### src/tpef_pkg.sv
// ----------------------------------------------------------------------------
// tpef_pkg
// Shared types, constants and helpers of the touch panel event filter.
// ----------------------------------------------------------------------------
package tpef_pkg;

    localparam int COORD_W      = 12;
    localparam int GAIN_W       = 18;
    localparam int OFFSET_W     = 17;
    localparam int COUNT_W      = 4;
    localparam int CFG_DATA_W   = 18;
    localparam int CFG_INDEX_W  = 3;
    localparam int SAMPLES_DEF  = 7;
    localparam int PROD_W       = GAIN_W + COORD_W + 1;
    localparam int SUM_W        = PROD_W + 1;
    localparam int FRAC_W       = 16;
    localparam int OFFSET_SHIFT = 12;

    localparam logic [GAIN_W-1:0]   GAIN_RST     = GAIN_W'(65536);
    localparam logic [OFFSET_W-1:0] OFFSET_RST   = '0;
    localparam logic [COORD_W-1:0]  MAX_X_RST    = COORD_W'(127);
    localparam logic [COORD_W-1:0]  MAX_Y_RST    = COORD_W'(95);
    localparam logic [COORD_W-1:0]  JITTER_RST   = COORD_W'(5);
    localparam logic [COUNT_W-1:0]  SETTLE_RST   = COUNT_W'(3);
    localparam logic [COUNT_W-1:0]  STABLE_MAX   = '1;

    typedef enum logic [CFG_INDEX_W-1:0] {
        REG_GAIN_X       = 3'd0,
        REG_OFFSET_X     = 3'd1,
        REG_GAIN_Y       = 3'd2,
        REG_OFFSET_Y     = 3'd3,
        REG_MAX_X        = 3'd4,
        REG_MAX_Y        = 3'd5,
        REG_JITTER_LIMIT = 3'd6,
        REG_SETTLE_COUNT = 3'd7
    } cfg_index_t;

    typedef enum logic [1:0] {
        EV_NONE = 2'd0,
        EV_DOWN = 2'd1,
        EV_MOVE = 2'd2,
        EV_UP   = 2'd3
    } event_kind_t;

    typedef enum logic {
        CMD_UP   = 1'b0,
        CMD_SCAN = 1'b1
    } cmd_t;

    typedef struct packed {
        logic full;
        logic empty;
        logic scan_held;
    } q_status_t;

    typedef struct packed {
        logic signed [GAIN_W-1:0]   gain_x;
        logic signed [OFFSET_W-1:0] offset_x;
        logic signed [GAIN_W-1:0]   gain_y;
        logic signed [OFFSET_W-1:0] offset_y;
        logic [COORD_W-1:0]         max_x;
        logic [COORD_W-1:0]         max_y;
        logic [COORD_W-1:0]         jitter_limit;
        logic [COUNT_W-1:0]         settle_count;
    } cfg_t;

    // (prod + offset * 4096) >> 16, negative gives zero, then clamp to maxv
    function automatic logic [COORD_W-1:0] map_axis(
        input logic signed [PROD_W-1:0]   prod,
        input logic signed [OFFSET_W-1:0] offset,
        input logic [COORD_W-1:0]         maxv
    );
        logic signed [SUM_W-1:0] off_ext;
        logic signed [SUM_W-1:0] sum;
        logic [SUM_W-FRAC_W-1:0] r;
        off_ext = {{(SUM_W-OFFSET_W-OFFSET_SHIFT){offset[OFFSET_W-1]}}, offset,
                   {OFFSET_SHIFT{1'b0}}};
        sum = {prod[PROD_W-1], prod} + off_ext;
        r = sum[SUM_W-1:FRAC_W];
        if (sum[SUM_W-1])
            map_axis = '0;
        else if (r > (SUM_W-FRAC_W)'(maxv))
            map_axis = maxv;
        else
            map_axis = r[COORD_W-1:0];
    endfunction

    function automatic logic [COORD_W-1:0] abs_diff(
        input logic [COORD_W-1:0] a,
        input logic [COORD_W-1:0] b
    );
        abs_diff = (a > b) ? (a - b) : (b - a);
    endfunction

endpackage

### src/touch_panel_event_filter.sv
// ----------------------------------------------------------------------------
// touch_panel_event_filter
// Median filter, linear calibration and debounce for a resistive touch panel.
//
//   channel   handshake              payload
//   in        in_valid / in_ready    pen_down, raw_x, raw_y
//   out       out_valid / out_ready  event_kind, pos_x, pos_y
//   cfg       cfg_write              cfg_index, cfg_data
//
// Pen-down items that do not finish a scan are taken one per cycle unless
// the command queue is full or holds a scan. An item that finishes a scan
// is worked in the back part by the rank search, which visits one sample
// per cycle; the next scan item is held off until that scan leaves the
// command queue. A pen-up item is done once the result register is free.
// The result register lets the front keep taking items while a result
// waits. Reset is asynchronous and active low; no clearing pass.
// ----------------------------------------------------------------------------
module touch_panel_event_filter #(
    parameter int SAMPLES = tpef_pkg::SAMPLES_DEF
) (
    input  logic                             clk,
    input  logic                             rst_n,
    input  logic                             in_valid,
    output logic                             in_ready,
    input  logic                             pen_down,
    input  logic [tpef_pkg::COORD_W-1:0]     raw_x,
    input  logic [tpef_pkg::COORD_W-1:0]     raw_y,
    output logic                             out_valid,
    input  logic                             out_ready,
    output logic [1:0]                       event_kind,
    output logic [tpef_pkg::COORD_W-1:0]     pos_x,
    output logic [tpef_pkg::COORD_W-1:0]     pos_y,
    input  logic                             cfg_write,
    input  logic [tpef_pkg::CFG_INDEX_W-1:0] cfg_index,
    input  logic [tpef_pkg::CFG_DATA_W-1:0]  cfg_data
);
    import tpef_pkg::*;

    cfg_t               cfg_reg;
    q_status_t          q_status;
    cmd_t               push_cmd;
    cmd_t               head_cmd;
    logic               push;
    logic               pop;
    logic [COORD_W-1:0] x_samples [SAMPLES];
    logic [COORD_W-1:0] y_samples [SAMPLES];

    always_ff @(posedge clk or negedge rst_n)
    begin
        if (!rst_n)
        begin
            cfg_reg.gain_x       <= GAIN_RST;
            cfg_reg.offset_x     <= OFFSET_RST;
            cfg_reg.gain_y       <= GAIN_RST;
            cfg_reg.offset_y     <= OFFSET_RST;
            cfg_reg.max_x        <= MAX_X_RST;
            cfg_reg.max_y        <= MAX_Y_RST;
            cfg_reg.jitter_limit <= JITTER_RST;
            cfg_reg.settle_count <= SETTLE_RST;
        end
        else if (cfg_write)
        begin
            unique case (cfg_index_t'(cfg_index))
                REG_GAIN_X:       cfg_reg.gain_x       <= cfg_data[GAIN_W-1:0];
                REG_OFFSET_X:     cfg_reg.offset_x     <= cfg_data[OFFSET_W-1:0];
                REG_GAIN_Y:       cfg_reg.gain_y       <= cfg_data[GAIN_W-1:0];
                REG_OFFSET_Y:     cfg_reg.offset_y     <= cfg_data[OFFSET_W-1:0];
                REG_MAX_X:        cfg_reg.max_x        <= cfg_data[COORD_W-1:0];
                REG_MAX_Y:        cfg_reg.max_y        <= cfg_data[COORD_W-1:0];
                REG_JITTER_LIMIT: cfg_reg.jitter_limit <= cfg_data[COORD_W-1:0];
                REG_SETTLE_COUNT: cfg_reg.settle_count <= cfg_data[COUNT_W-1:0];
                default:
                begin
                end
            endcase
        end
    end

    tpef_front #(
        .SAMPLES (SAMPLES)
    ) u_front (
        .clk       (clk),
        .rst_n     (rst_n),
        .in_valid  (in_valid),
        .in_ready  (in_ready),
        .pen_down  (pen_down),
        .raw_x     (raw_x),
        .raw_y     (raw_y),
        .q_status  (q_status),
        .push      (push),
        .push_cmd  (push_cmd),
        .x_samples (x_samples),
        .y_samples (y_samples)
    );

    tpef_queue u_queue (
        .clk      (clk),
        .rst_n    (rst_n),
        .push     (push),
        .push_cmd (push_cmd),
        .pop      (pop),
        .head_cmd (head_cmd),
        .status   (q_status)
    );

    tpef_back #(
        .SAMPLES (SAMPLES)
    ) u_back (
        .clk        (clk),
        .rst_n      (rst_n),
        .cfg        (cfg_reg),
        .q_status   (q_status),
        .head_cmd   (head_cmd),
        .pop        (pop),
        .x_samples  (x_samples),
        .y_samples  (y_samples),
        .out_valid  (out_valid),
        .out_ready  (out_ready),
        .event_kind (event_kind),
        .pos_x      (pos_x),
        .pos_y      (pos_y)
    );

endmodule

### src/tpef_queue.sv
// ----------------------------------------------------------------------------
// tpef_queue
// Two-entry command queue between the sample front and the filter back.
// ----------------------------------------------------------------------------
module tpef_queue (
    input  logic               clk,
    input  logic               rst_n,
    input  logic               push,
    input  tpef_pkg::cmd_t     push_cmd,
    input  logic               pop,
    output tpef_pkg::cmd_t     head_cmd,
    output tpef_pkg::q_status_t status
);
    import tpef_pkg::*;

    cmd_t       entry_reg [2];
    logic       rd_ptr_reg;
    logic       rd_ptr_next;
    logic       wr_ptr_reg;
    logic       wr_ptr_next;
    logic [1:0] count_reg;
    logic [1:0] count_next;

    assign head_cmd         = entry_reg[rd_ptr_reg];
    assign status.empty     = (count_reg == 2'd0);
    assign status.full      = (count_reg == 2'd2);
    assign status.scan_held = ((count_reg != 2'd0) && (entry_reg[rd_ptr_reg] == CMD_SCAN))
                           || ((count_reg == 2'd2) && (entry_reg[~rd_ptr_reg] == CMD_SCAN));

    always_comb
    begin
        rd_ptr_next = pop  ? ~rd_ptr_reg : rd_ptr_reg;
        wr_ptr_next = push ? ~wr_ptr_reg : wr_ptr_reg;
        count_next  = count_reg + 2'(push) - 2'(pop);
    end

    always_ff @(posedge clk or negedge rst_n)
    begin
        if (!rst_n)
        begin
            rd_ptr_reg <= 1'b0;
            wr_ptr_reg <= 1'b0;
            count_reg  <= 2'd0;
        end
        else
        begin
            rd_ptr_reg <= rd_ptr_next;
            wr_ptr_reg <= wr_ptr_next;
            count_reg  <= count_next;
        end
    end

    always_ff @(posedge clk)
    begin
        if (push)
            entry_reg[wr_ptr_reg] <= push_cmd;
    end

    a_no_push_full : assert property (@(posedge clk) disable iff (!rst_n)
        push |-> !status.full)
        else $error("queue push while full");

    a_no_pop_empty : assert property (@(posedge clk) disable iff (!rst_n)
        pop |-> !status.empty)
        else $error("queue pop while empty");

endmodule

### src/tpef_front.sv
// ----------------------------------------------------------------------------
// tpef_front
// Accepts sample items, stores pen-down pairs and queues scan and pen-up work.
// ----------------------------------------------------------------------------
module tpef_front #(
    parameter int SAMPLES = tpef_pkg::SAMPLES_DEF
) (
    input  logic                         clk,
    input  logic                         rst_n,
    input  logic                         in_valid,
    output logic                         in_ready,
    input  logic                         pen_down,
    input  logic [tpef_pkg::COORD_W-1:0] raw_x,
    input  logic [tpef_pkg::COORD_W-1:0] raw_y,
    input  tpef_pkg::q_status_t          q_status,
    output logic                         push,
    output tpef_pkg::cmd_t               push_cmd,
    output logic [tpef_pkg::COORD_W-1:0] x_samples [SAMPLES],
    output logic [tpef_pkg::COORD_W-1:0] y_samples [SAMPLES]
);
    import tpef_pkg::*;

    localparam int IW = $clog2(SAMPLES);

    logic [COORD_W-1:0] x_samples_reg [SAMPLES];
    logic [COORD_W-1:0] y_samples_reg [SAMPLES];
    logic [IW-1:0]      idx_reg;
    logic [IW-1:0]      idx_next;
    logic               accept;
    logic               last_sample;

    // samples stay frozen while a finished scan waits in the queue
    assign in_ready    = !q_status.full && !q_status.scan_held;
    assign accept      = in_valid && in_ready;
    assign last_sample = (idx_reg == IW'(SAMPLES - 1));
    assign push        = accept && (!pen_down || last_sample);
    assign push_cmd    = pen_down ? CMD_SCAN : CMD_UP;
    assign x_samples   = x_samples_reg;
    assign y_samples   = y_samples_reg;

    always_comb
    begin
        idx_next = idx_reg;
        if (accept)
        begin
            if (!pen_down || last_sample)
                idx_next = '0;
            else
                idx_next = idx_reg + IW'(1);
        end
    end

    always_ff @(posedge clk or negedge rst_n)
    begin
        if (!rst_n)
            idx_reg <= '0;
        else
            idx_reg <= idx_next;
    end

    always_ff @(posedge clk)
    begin
        if (accept && pen_down)
        begin
            x_samples_reg[idx_reg] <= raw_x;
            y_samples_reg[idx_reg] <= raw_y;
        end
    end

    a_idx_range : assert property (@(posedge clk) disable iff (!rst_n)
        idx_reg <= IW'(SAMPLES - 1))
        else $error("sample index out of range");

endmodule

### src/tpef_back.sv
// ----------------------------------------------------------------------------
// tpef_back
// Median search, calibration mapping, jitter debounce and result register.
// ----------------------------------------------------------------------------
module tpef_back #(
    parameter int SAMPLES = tpef_pkg::SAMPLES_DEF
) (
    input  logic                         clk,
    input  logic                         rst_n,
    input  tpef_pkg::cfg_t               cfg,
    input  tpef_pkg::q_status_t          q_status,
    input  tpef_pkg::cmd_t               head_cmd,
    output logic                         pop,
    input  logic [tpef_pkg::COORD_W-1:0] x_samples [SAMPLES],
    input  logic [tpef_pkg::COORD_W-1:0] y_samples [SAMPLES],
    output logic                         out_valid,
    input  logic                         out_ready,
    output logic [1:0]                   event_kind,
    output logic [tpef_pkg::COORD_W-1:0] pos_x,
    output logic [tpef_pkg::COORD_W-1:0] pos_y
);
    import tpef_pkg::*;

    localparam int IW  = $clog2(SAMPLES);
    localparam int CW  = $clog2(SAMPLES + 1);
    localparam int MID = SAMPLES / 2;

    typedef enum logic [2:0] {
        ST_IDLE,
        ST_MEDIAN,
        ST_MULT,
        ST_MAP,
        ST_DECIDE
    } state_t;

    state_t                    state_reg;
    logic [IW-1:0]             step_reg;
    logic [COUNT_W-1:0]        stable_reg;
    logic [COORD_W-1:0]        held_x_reg;
    logic [COORD_W-1:0]        held_y_reg;
    logic                      pressed_reg;
    logic                      out_valid_reg;
    event_kind_t               kind_reg;
    logic [COORD_W-1:0]        pos_x_reg;
    logic [COORD_W-1:0]        pos_y_reg;

    logic [COORD_W-1:0]        wx_reg [SAMPLES];
    logic [COORD_W-1:0]        wy_reg [SAMPLES];
    logic [COORD_W-1:0]        med_x_reg;
    logic [COORD_W-1:0]        med_y_reg;
    logic signed [PROD_W-1:0]  prod_x_reg;
    logic signed [PROD_W-1:0]  prod_y_reg;
    logic [COORD_W-1:0]        px_reg;
    logic [COORD_W-1:0]        py_reg;

    logic [CW-1:0]             lt_x;
    logic [CW-1:0]             le_x;
    logic [CW-1:0]             lt_y;
    logic [CW-1:0]             le_y;
    logic                      hit_x;
    logic                      hit_y;
    logic                      stable_hit;
    logic [COUNT_W-1:0]        stable_new;
    logic                      report;

    assign pop = (state_reg == ST_IDLE) && !q_status.empty
              && ((head_cmd == CMD_SCAN) || !out_valid_reg);

    assign out_valid  = out_valid_reg;
    assign event_kind = kind_reg;
    assign pos_x      = pos_x_reg;
    assign pos_y      = pos_y_reg;

    // rank of the candidate in slot zero against the whole set
    always_comb
    begin
        lt_x = '0;
        le_x = '0;
        lt_y = '0;
        le_y = '0;
        for (int i = 0; i < SAMPLES; i++)
        begin
            lt_x = lt_x + CW'(wx_reg[i] <  wx_reg[0]);
            le_x = le_x + CW'(wx_reg[i] <= wx_reg[0]);
            lt_y = lt_y + CW'(wy_reg[i] <  wy_reg[0]);
            le_y = le_y + CW'(wy_reg[i] <= wy_reg[0]);
        end
        hit_x = (lt_x <= CW'(MID)) && (le_x > CW'(MID));
        hit_y = (lt_y <= CW'(MID)) && (le_y > CW'(MID));
    end

    always_comb
    begin
        stable_hit = (stable_reg == '0)
                  || ((abs_diff(px_reg, held_x_reg) < cfg.jitter_limit)
                   && (abs_diff(py_reg, held_y_reg) < cfg.jitter_limit));
        if (!stable_hit)
            stable_new = '0;
        else if (stable_reg == STABLE_MAX)
            stable_new = STABLE_MAX;
        else
            stable_new = stable_reg + COUNT_W'(1);
        report = (stable_new >= cfg.settle_count);
    end

    always_ff @(posedge clk or negedge rst_n)
    begin
        if (!rst_n)
        begin
            state_reg     <= ST_IDLE;
            step_reg      <= '0;
            stable_reg    <= '0;
            held_x_reg    <= '0;
            held_y_reg    <= '0;
            pressed_reg   <= 1'b0;
            out_valid_reg <= 1'b0;
            kind_reg      <= EV_NONE;
            pos_x_reg     <= '0;
            pos_y_reg     <= '0;
        end
        else
        begin
            if (out_valid_reg && out_ready)
                out_valid_reg <= 1'b0;
            unique case (state_reg)
                ST_IDLE:
                begin
                    if (pop)
                    begin
                        if (head_cmd == CMD_SCAN)
                        begin
                            step_reg  <= '0;
                            state_reg <= ST_MEDIAN;
                        end
                        else
                        begin
                            out_valid_reg <= 1'b1;
                            kind_reg      <= pressed_reg ? EV_UP : EV_NONE;
                            pos_x_reg     <= pressed_reg ? held_x_reg : '0;
                            pos_y_reg     <= pressed_reg ? held_y_reg : '0;
                            stable_reg    <= '0;
                            pressed_reg   <= 1'b0;
                        end
                    end
                end
                ST_MEDIAN:
                begin
                    step_reg <= step_reg + IW'(1);
                    if (step_reg == IW'(SAMPLES - 1))
                        state_reg <= ST_MULT;
                end
                ST_MULT:
                    state_reg <= ST_MAP;
                ST_MAP:
                    state_reg <= ST_DECIDE;
                ST_DECIDE:
                begin
                    if (!(report && out_valid_reg))
                    begin
                        stable_reg <= stable_new;
                        if (stable_hit)
                        begin
                            held_x_reg <= px_reg;
                            held_y_reg <= py_reg;
                        end
                        if (report)
                        begin
                            out_valid_reg <= 1'b1;
                            kind_reg      <= pressed_reg ? EV_MOVE : EV_DOWN;
                            pos_x_reg     <= stable_hit ? px_reg : held_x_reg;
                            pos_y_reg     <= stable_hit ? py_reg : held_y_reg;
                            pressed_reg   <= 1'b1;
                        end
                        state_reg <= ST_IDLE;
                    end
                end
                default:
                    state_reg <= ST_IDLE;
            endcase
        end
    end

    // working copy of the scan, rotated one slot per cycle during the search
    always_ff @(posedge clk)
    begin
        case (state_reg)
            ST_IDLE:
            begin
                if (pop && (head_cmd == CMD_SCAN))
                begin
                    wx_reg <= x_samples;
                    wy_reg <= y_samples;
                end
            end
            ST_MEDIAN:
            begin
                if (hit_x)
                    med_x_reg <= wx_reg[0];
                if (hit_y)
                    med_y_reg <= wy_reg[0];
                for (int i = 0; i < SAMPLES - 1; i++)
                begin
                    wx_reg[i] <= wx_reg[i+1];
                    wy_reg[i] <= wy_reg[i+1];
                end
                wx_reg[SAMPLES-1] <= wx_reg[0];
                wy_reg[SAMPLES-1] <= wy_reg[0];
            end
            ST_MULT:
            begin
                prod_x_reg <= PROD_W'(cfg.gain_x * $signed({1'b0, med_x_reg}));
                prod_y_reg <= PROD_W'(cfg.gain_y * $signed({1'b0, med_y_reg}));
            end
            ST_MAP:
            begin
                px_reg <= map_axis(prod_x_reg, cfg.offset_x, cfg.max_x);
                py_reg <= map_axis(prod_y_reg, cfg.offset_y, cfg.max_y);
            end
            default:
            begin
            end
        endcase
    end

    a_step_range : assert property (@(posedge clk) disable iff (!rst_n)
        (state_reg == ST_MEDIAN) |-> (step_reg <= IW'(SAMPLES - 1)))
        else $error("median step out of range");

    a_release_reports_up : assert property (@(posedge clk) disable iff (!rst_n)
        $fell(pressed_reg) |-> (out_valid_reg && (kind_reg == EV_UP)))
        else $error("press cleared without up item");

    a_press_reports_down : assert property (@(posedge clk) disable iff (!rst_n)
        $rose(pressed_reg) |-> (out_valid_reg && (kind_reg == EV_DOWN)))
        else $error("press set without down item");

endmodule
### config.mk
export PLATFORM = sky130hd
export DESIGN_NAME = touch_panel_event_filter
export DESIGN_NICKNAME = d
export VERILOG_FILES = /design/src/tpef_pkg.sv /design/src/touch_panel_event_filter.sv /design/src/tpef_queue.sv /design/src/tpef_front.sv /design/src/tpef_back.sv
export SDC_FILE = /design/constraint.sdc
export NUM_CORES = 2
export LEC_CHECK = 0
export BUFFER_PORTS_ARGS = -buffer_cell sky130_fd_sc_hd__buf_2
export CAP_MARGIN = 20
export CELL_PAD_IN_SITES_DETAIL_PLACEMENT = 0
export CELL_PAD_IN_SITES_GLOBAL_PLACEMENT = 2
export CORE_MARGIN = 5
export CORE_UTILIZATION = 44
export CTS_CLUSTER_SIZE = 14
export DETAILED_ROUTE_END_ITERATION = 8
export PLACE_DENSITY = 0.85
export SLEW_MARGIN = 20
export SYNTH_ARGS = -nofsm -noshare
export SYNTH_HDL_FRONTEND = slang
export SYNTH_SLANG_ARGS = --single-unit
### constraint.sdc
create_clock -name clk -period 8 [get_ports clk]
set_clock_uncertainty 0.05 [all_clocks]
set_input_delay 1.6 -clock clk [delete_from_list [all_inputs] [get_ports clk]]
set_output_delay 1.6 -clock clk [all_outputs]
set_load 0.01 [all_outputs]
* Yosys cells after proc, flatten, opt, wreduce, memory -nomap -nowiden
Memory sizes are Yosys's and may differ from the RTL's.
Cells that the tools add are included.
** Word-level totals
- Memory bits (read-only) :: 0
- Bits in writable memories :: 2
- Input bits :: 51
- Latch bits :: 0
- Memories kept :: 1
- Register bits after elaboration :: 625
- Output and inout port bits :: 28
- Word-level logic and storage cells :: 270
** Cells by class
- Multiply operators :: 2
- Equal/unequal tests :: 22
- Div/mod/pow operators :: 0
- Mux-type cells :: 62
- Shift operators :: 0
- Reductions and logical operators :: 47
- Bitwise operators :: 4
- Order comparisons :: 41
- $add $sub $neg :: 35
** Memories
- u_queue.entry_reg :: depth 2, width 1, rd ports 2, clocked after memory_dff 0, wr ports 1, line tpef_queue.sv:16 : cmd_t entry_reg [2];
** Operator list (count)
- 84-bit one-hot mux with 2 select lines :: 2
- 12-bit 2-to-1 mux :: 17
- 12-bit < comparator :: 16
- 84-bit bitwise mux :: 2
- 12-bit less-or-equal comparator :: 14
- 84-bit 2-to-1 mux :: 2
- 31-bit by 29-bit adder with 32-bit output :: 2
- 18-bit by 13-bit multiplier with 31-bit output :: 2
- 3-bit by 1-bit adder with 3-bit output :: 20
- 12-bit one-hot mux with 2 select lines :: 2
- 12-bit subtractor :: 4
- 12-bit demux with 3-bit select :: 1
- 16-bit by 12-bit greater-than comparator with 1-bit output :: 2
- 12-bit greater-than comparator :: 2
- 2-bit AND reduction :: 12
- 3-bit equality test (second input constant) :: 7
- 3-bit 2-to-1 mux :: 7
- 4-bit 2-to-1 mux :: 5
- 1-bit logical AND :: 15
- 3-bit one-hot mux with 5 select lines :: 1
- 3-bit by 2-bit equality test with 1-bit output (second input constant) :: 4
- 1-bit 2-to-1 mux :: 12
- 2-bit 2-to-1 mux :: 6
- 1-bit by 1-bit adder with 2-bit output :: 4
- other kinds (29) :: 52

* Logic depth before layout (Yosys ltp)
- Word-level depth :: 10
- Gate-level depth with buffers :: 36
- Depth with buffers taken out :: 33

* Modules after synthesis
Synthesis repeated with hierarchy kept, for this count alone.
** Unflattened totals
- Cell total of the unflattened synthesis :: 4301
- Area total of the unflattened synthesis :: 45686.3 um^2
** Modules (own cells, without submodules)
- tpef_back :: cells each 3839, sequential area each 9178.8 um^2, times used 1, area an instance 35850.6 um^2
- tpef_front :: cells each 202, sequential area each 5119.9 um^2, times used 1, area an instance 5321.4 um^2
- touch_panel_event_filter :: cells each 239, sequential area each 2776.4 um^2, times used 1, area an instance 4232.8 um^2
- tpef_queue :: cells each 21, sequential area each 160.2 um^2, times used 1, area an instance 281.5 um^2

* Worst setup path before layout
OpenSTA, ideal clock, no wires.
- Path type :: reg2reg
- Start :: reg u_back.py_reg[0]
- End :: reg u_back.held_x_reg[10]
- Cell stages (with the launch flop) :: 35
- Data arrival time :: 6324 ps
- Setup slack :: 1496 ps
- Buffers on the path :: 3
- Required time :: 7819 ps
- Clock period less this slack :: 6504 ps
- Setup time :: 131 ps
- Path through :: edfxtp_1 > inv_1 > ha_1 > inv_1 > fa_1 > a21o_1 > a221o_1 > a21oi_1 > o21ai_1 > a31oi_4 > mux2_2 > a311oi_2 > o21bai_2 > a21oi_2 > xnor2_1 > ha_1 > nand4_1 > nor2_1 > o31ai_1 > nor3b_2 > a21oi_1 > clkbuf_1 > nand2b_1 > ha_1 > nand2b_1 > a21o_1 > a21o_1 > a21oi_1 > o21ai_0 > o21ai_0 > nand2_1 > or3_1 > buf_2 > buf_2 > mux2i_1
** On the way
- Cells in the longest elaborated chain, start to end :: 10
- Elaborated cells on any way between the ends :: 13
- Those cells by class :: add/sub: 2; order compare: 3; mux: 3; bitwise: 1; reduce/logical: 4
** RTL lines
- start, declared :: line tpef_back.sv:54 : logic [COORD_W-1:0] py_reg;
- start signal, assigned :: line tpef_back.sv:217 : py_reg <= map_axis(prod_y_reg, cfg.offset_y, cfg.max_y);
- 12-bit subtractor / 12-bit greater-than comparator (equally long branches) :: line tpef_pkg.sv:92 : abs_diff = (a > b) ? (a - b) : (b - a);
- 12-bit 2-to-1 mux (*) :: line tpef_pkg.sv:92
- 12-bit < comparator (*) :: line tpef_back.sv:96 : && (abs_diff(py_reg, held_y_reg) < cfg.jitter_limit));
- 1-bit logical AND (*) :: line tpef_back.sv:96
- 1-bit logical OR (*) :: line tpef_back.sv:95 : || ((abs_diff(px_reg, held_x_reg) < cfg.jitter_limit)
- 4-bit 2-to-1 mux :: line tpef_back.sv:97 : if (!stable_hit)
- 4-bit >= comparator :: line tpef_back.sv:103 : report = (stable_new >= cfg.settle_count);
- 1-bit logical AND :: line tpef_back.sv:158 : if (!(report && out_valid_reg))
- 1-bit NOT (no source line)
- 2-bit AND reduction (no source line)
- end signal, assigned :: line tpef_back.sv:163 : held_x_reg <= px_reg;
- end, declared :: line tpef_back.sv:39 : logic [COORD_W-1:0] held_x_reg;
Mark *: on every way between the ends. The rest lies on a longest branch, timed or not.
A chain may end at the register's enable or synchronous reset.

* Final worst setup path
- Start :: reg u_back.px_reg[9]
- End :: reg u_back.held_x_reg[11]
** On the way
- Cells in the longest elaborated chain, start to end :: 10
- Elaborated cells on any way between the ends :: 13
- Those cells by class :: add/sub: 2; order compare: 3; mux: 3; bitwise: 1; reduce/logical: 4
** RTL lines
- start, declared :: line tpef_back.sv:53 : logic [COORD_W-1:0] px_reg;
- start signal, assigned :: line tpef_back.sv:216 : px_reg <= map_axis(prod_x_reg, cfg.offset_x, cfg.max_x);
- 12-bit subtractor / 12-bit greater-than comparator (equally long branches) :: line tpef_pkg.sv:92
- 12-bit 2-to-1 mux (*) :: line tpef_pkg.sv:92
- 12-bit < comparator (*) :: line tpef_back.sv:95
- 1-bit logical AND (*) :: line tpef_back.sv:96
- 1-bit logical OR (*) :: line tpef_back.sv:95
- 4-bit 2-to-1 mux :: line tpef_back.sv:97
- 4-bit >= comparator :: line tpef_back.sv:103
- 1-bit logical AND :: line tpef_back.sv:158
- 1-bit NOT (no source line)
- 2-bit AND reduction (no source line)
Marks and branches as above.

==> key figures <==
Status
  – Status: complete, no violations

Global route
  – GRT Overall Usage: 18.8%
  – GRT overflow: 0
  – First-pass GRT wire length: 168000 um
  – Initial antenna violation count: 9
  – Largest net degree at the start of global routing: 171
  – Number of global-route vias before repair: 30.3k

Detailed routing
  – Top sig layer: met5
  – Final ANT Viol Nets: 0
  – Drt pass-1 iters: 5
  – DRC violations left: 0
  – Final wirelength: 102000 um
  – Post-Route M1 WL: 49600 um
  – Initial DRC Count: 1619
  – Metal2 WL: 46000 um
  – Met3 wire len: 4430 um
  – Vias: 28.9k
  – WL/cell: 17.9 um
  – Drt via density: 5.09

Worst setup path
  – Critical Path RT: 8440 ps
  – Crit path capture type: flop
  – Crit path kind: reg2reg
  – R2r startpoint: u_back.px_reg[9]
  – WP data arrival: 7820 ps
  – Crit-path max FO: 21
  – CP startpoint kind: flop
  – Setup crit start: u_back.px_reg[9]
  – Critical path's slowest cell: nor2_2
  – Crit-path max cell delay: 670 ps

CTS
  – Post-CTS Resized: 0
  – Htree depth: 3
  – Longest Clk Path Bufs: 3
  – Clock transition at path regs: 60 ps
  – Postcts setup bufs: 0
  – Cts-stage hold buffer count: 0
  – Clk Tree Root Cell: clkbuf_16
  – Num CTS Buffers: 71
  – CTS tree: done
  – Clock sink count: 603
  – Clk_lat worst skew: 640 ps

Timing
  – Max Freq: 135 MHz
  – Slew headroom: 30.7%
  – Final setup fails: 0
  – Setup TNS: 0 ps
  – Worst slew pin tran: 1040 ps
  – Min Tclk post-route: 7380 ps
  – Tcrit/Tclk final: 92.3%
  – Final hold viol count: 0
  – Slew Viols, Final: 0
  – Unrepaired setup endpoints after global routing: false

Cells and area
  – Nets: 5141
  – Fill count: 9538
  – Commonest cells after routing, fill and taps aside: nand2_1 (708), inv_1 (600), ha_1 (424), edfxtp_1 (424), fa_1 (408)
  – Final instance area: 49700 um2
  – Most common cell after layout, fill and taps aside: nand2_1
  – Share of cells above drive strength 1: 9.43%
  – Max reg flops: 110
  – Area growth syn-to-layout: 9.51%

Synth
  – Post-Synthesis Cells: 4220
  – Sequential share of the synthesized area: 38.0%
  – Synth cell types: 87
  – Syn_nets: 5103
  – EDFF count, synth: 424
  – Post-Syn Area: 45400 um2
  – FF+latch count, synth: 603
  – Synth warnings: 0
  – Mapped Avg Cell Area: 10.8 um2
  – Ys flop type: edfxtp_1
  – FFs w/ async S/R, synth: 29.7%

Floorplanning
  – Starting Density: 44.4%
  – Placeable core region: 102000 um2
  – Die H: 331 um
  – Row count: 117
  – Die W: 331 um
  – Die Area: 110000 um2
  – IO Count: 79

Hold path
  – Worst Min Path Start: u_back.wx_reg[76]
  – HP Class: reg2reg

Flow run
  – Max-cap violation count: 0

Placement
  – Post-DP Area: 47300 um2
  – Routability Congestion: 0.856
  – Count of input and output buffers: 78
  – Dpl hpwl: 76500 um
==> through the flow <==
step / hold slack [ps] / util [%] / cells / setup slack, ps
floorplan: 376 / - / 4220 / 1500
global placement: 381 / 46.3 / 5551 / 808
detailed placement: 385 / 46.3 / 5552 / 703
CTS: 399 / 48.7 / 5682 / 636
global route: 405 / 48.7 / 5683 / 67.4
finish: 399 / 48.7 / 5686 / 616
==> routing by layer <==
metal	global-route usage, %	vias up
met3	3.21	107
met1	27.4	14319
met4	3.66	6
met5	0	-
li1	-	14043
met2	30.0	441
==> synth_stat cells, types with 91 or more instances <==
cell	number	area share, %
a21oi_1	128	1.4
and2_1	236	3.3
clkbuf_1	123	1.0
dfrtp_1	160	8.8
edfxtp_1	424	28
fa_1	408	18
ha_1	424	12
inv_1	600	5.0
mux2_2	113	2.8
nand2_1	709	5.9
nor2_1	91	0.75
o21ai_0	129	1.4
==> area by class of cell <==
cell class | instances | area (um2) | share of cell area (%)
inverter | 600 | 2250 | 4.53
antenna | 3 | 7.51 | 0.0151
clock inverter | 39 | 571 | 1.15
clock buffer | 91 | 1860 | 3.74
sequential | 603 | 17200 | 34.7
timing repair buffer | 112 | 671 | 1.35
multi-input combinational | 2870 | 25400 | 51.1
tap | 1368 | 1710 | 3.44
==> worst max-delay path: cells and delay by family (launching register included) <==
family                     cells  cell delay (ps)
DFF                            1              370
buffers and inverters          3              610
adders and majority gates      3              960
and+or+nand+nor                8             2230
xor gates and xnor gates       1              160
AOI/OAI and AO/OA             12             2120
muxes                          2              740
==> cell families after synthesis <==
group | after synthesis | synth area share (%)
and+or+nand+nor | 1292 | 13.4
AOI/OAI and AO/OA | 493 | 7.08
muxes | 164 | 3.94
adders and majority gates | 832 | 29.7
buffers and inverters | 747 | 6.24
xor gates and xnor gates | 89 | 1.72
DFF | 603 | 38.0
==> path summary, 6_finish.rpt <==
check                                         to  slack (ps)  cells after the start
max                        u_back.held_x_reg[11]         620                     29
min                          u_back.med_x_reg[4]         400                      0
max reg2reg                u_back.held_x_reg[11]         620                     29
min reg2reg                  u_back.med_x_reg[4]         400                      0
max in group asynchronous     u_queue.rd_ptr_reg        5730                      2
min in group asynchronous        u_back.pos_y[4]         900                      1
Power is left out: the tool's default activity adds up to more than one toggle a clock period on the data nets, which glitch-free logic cannot reach.
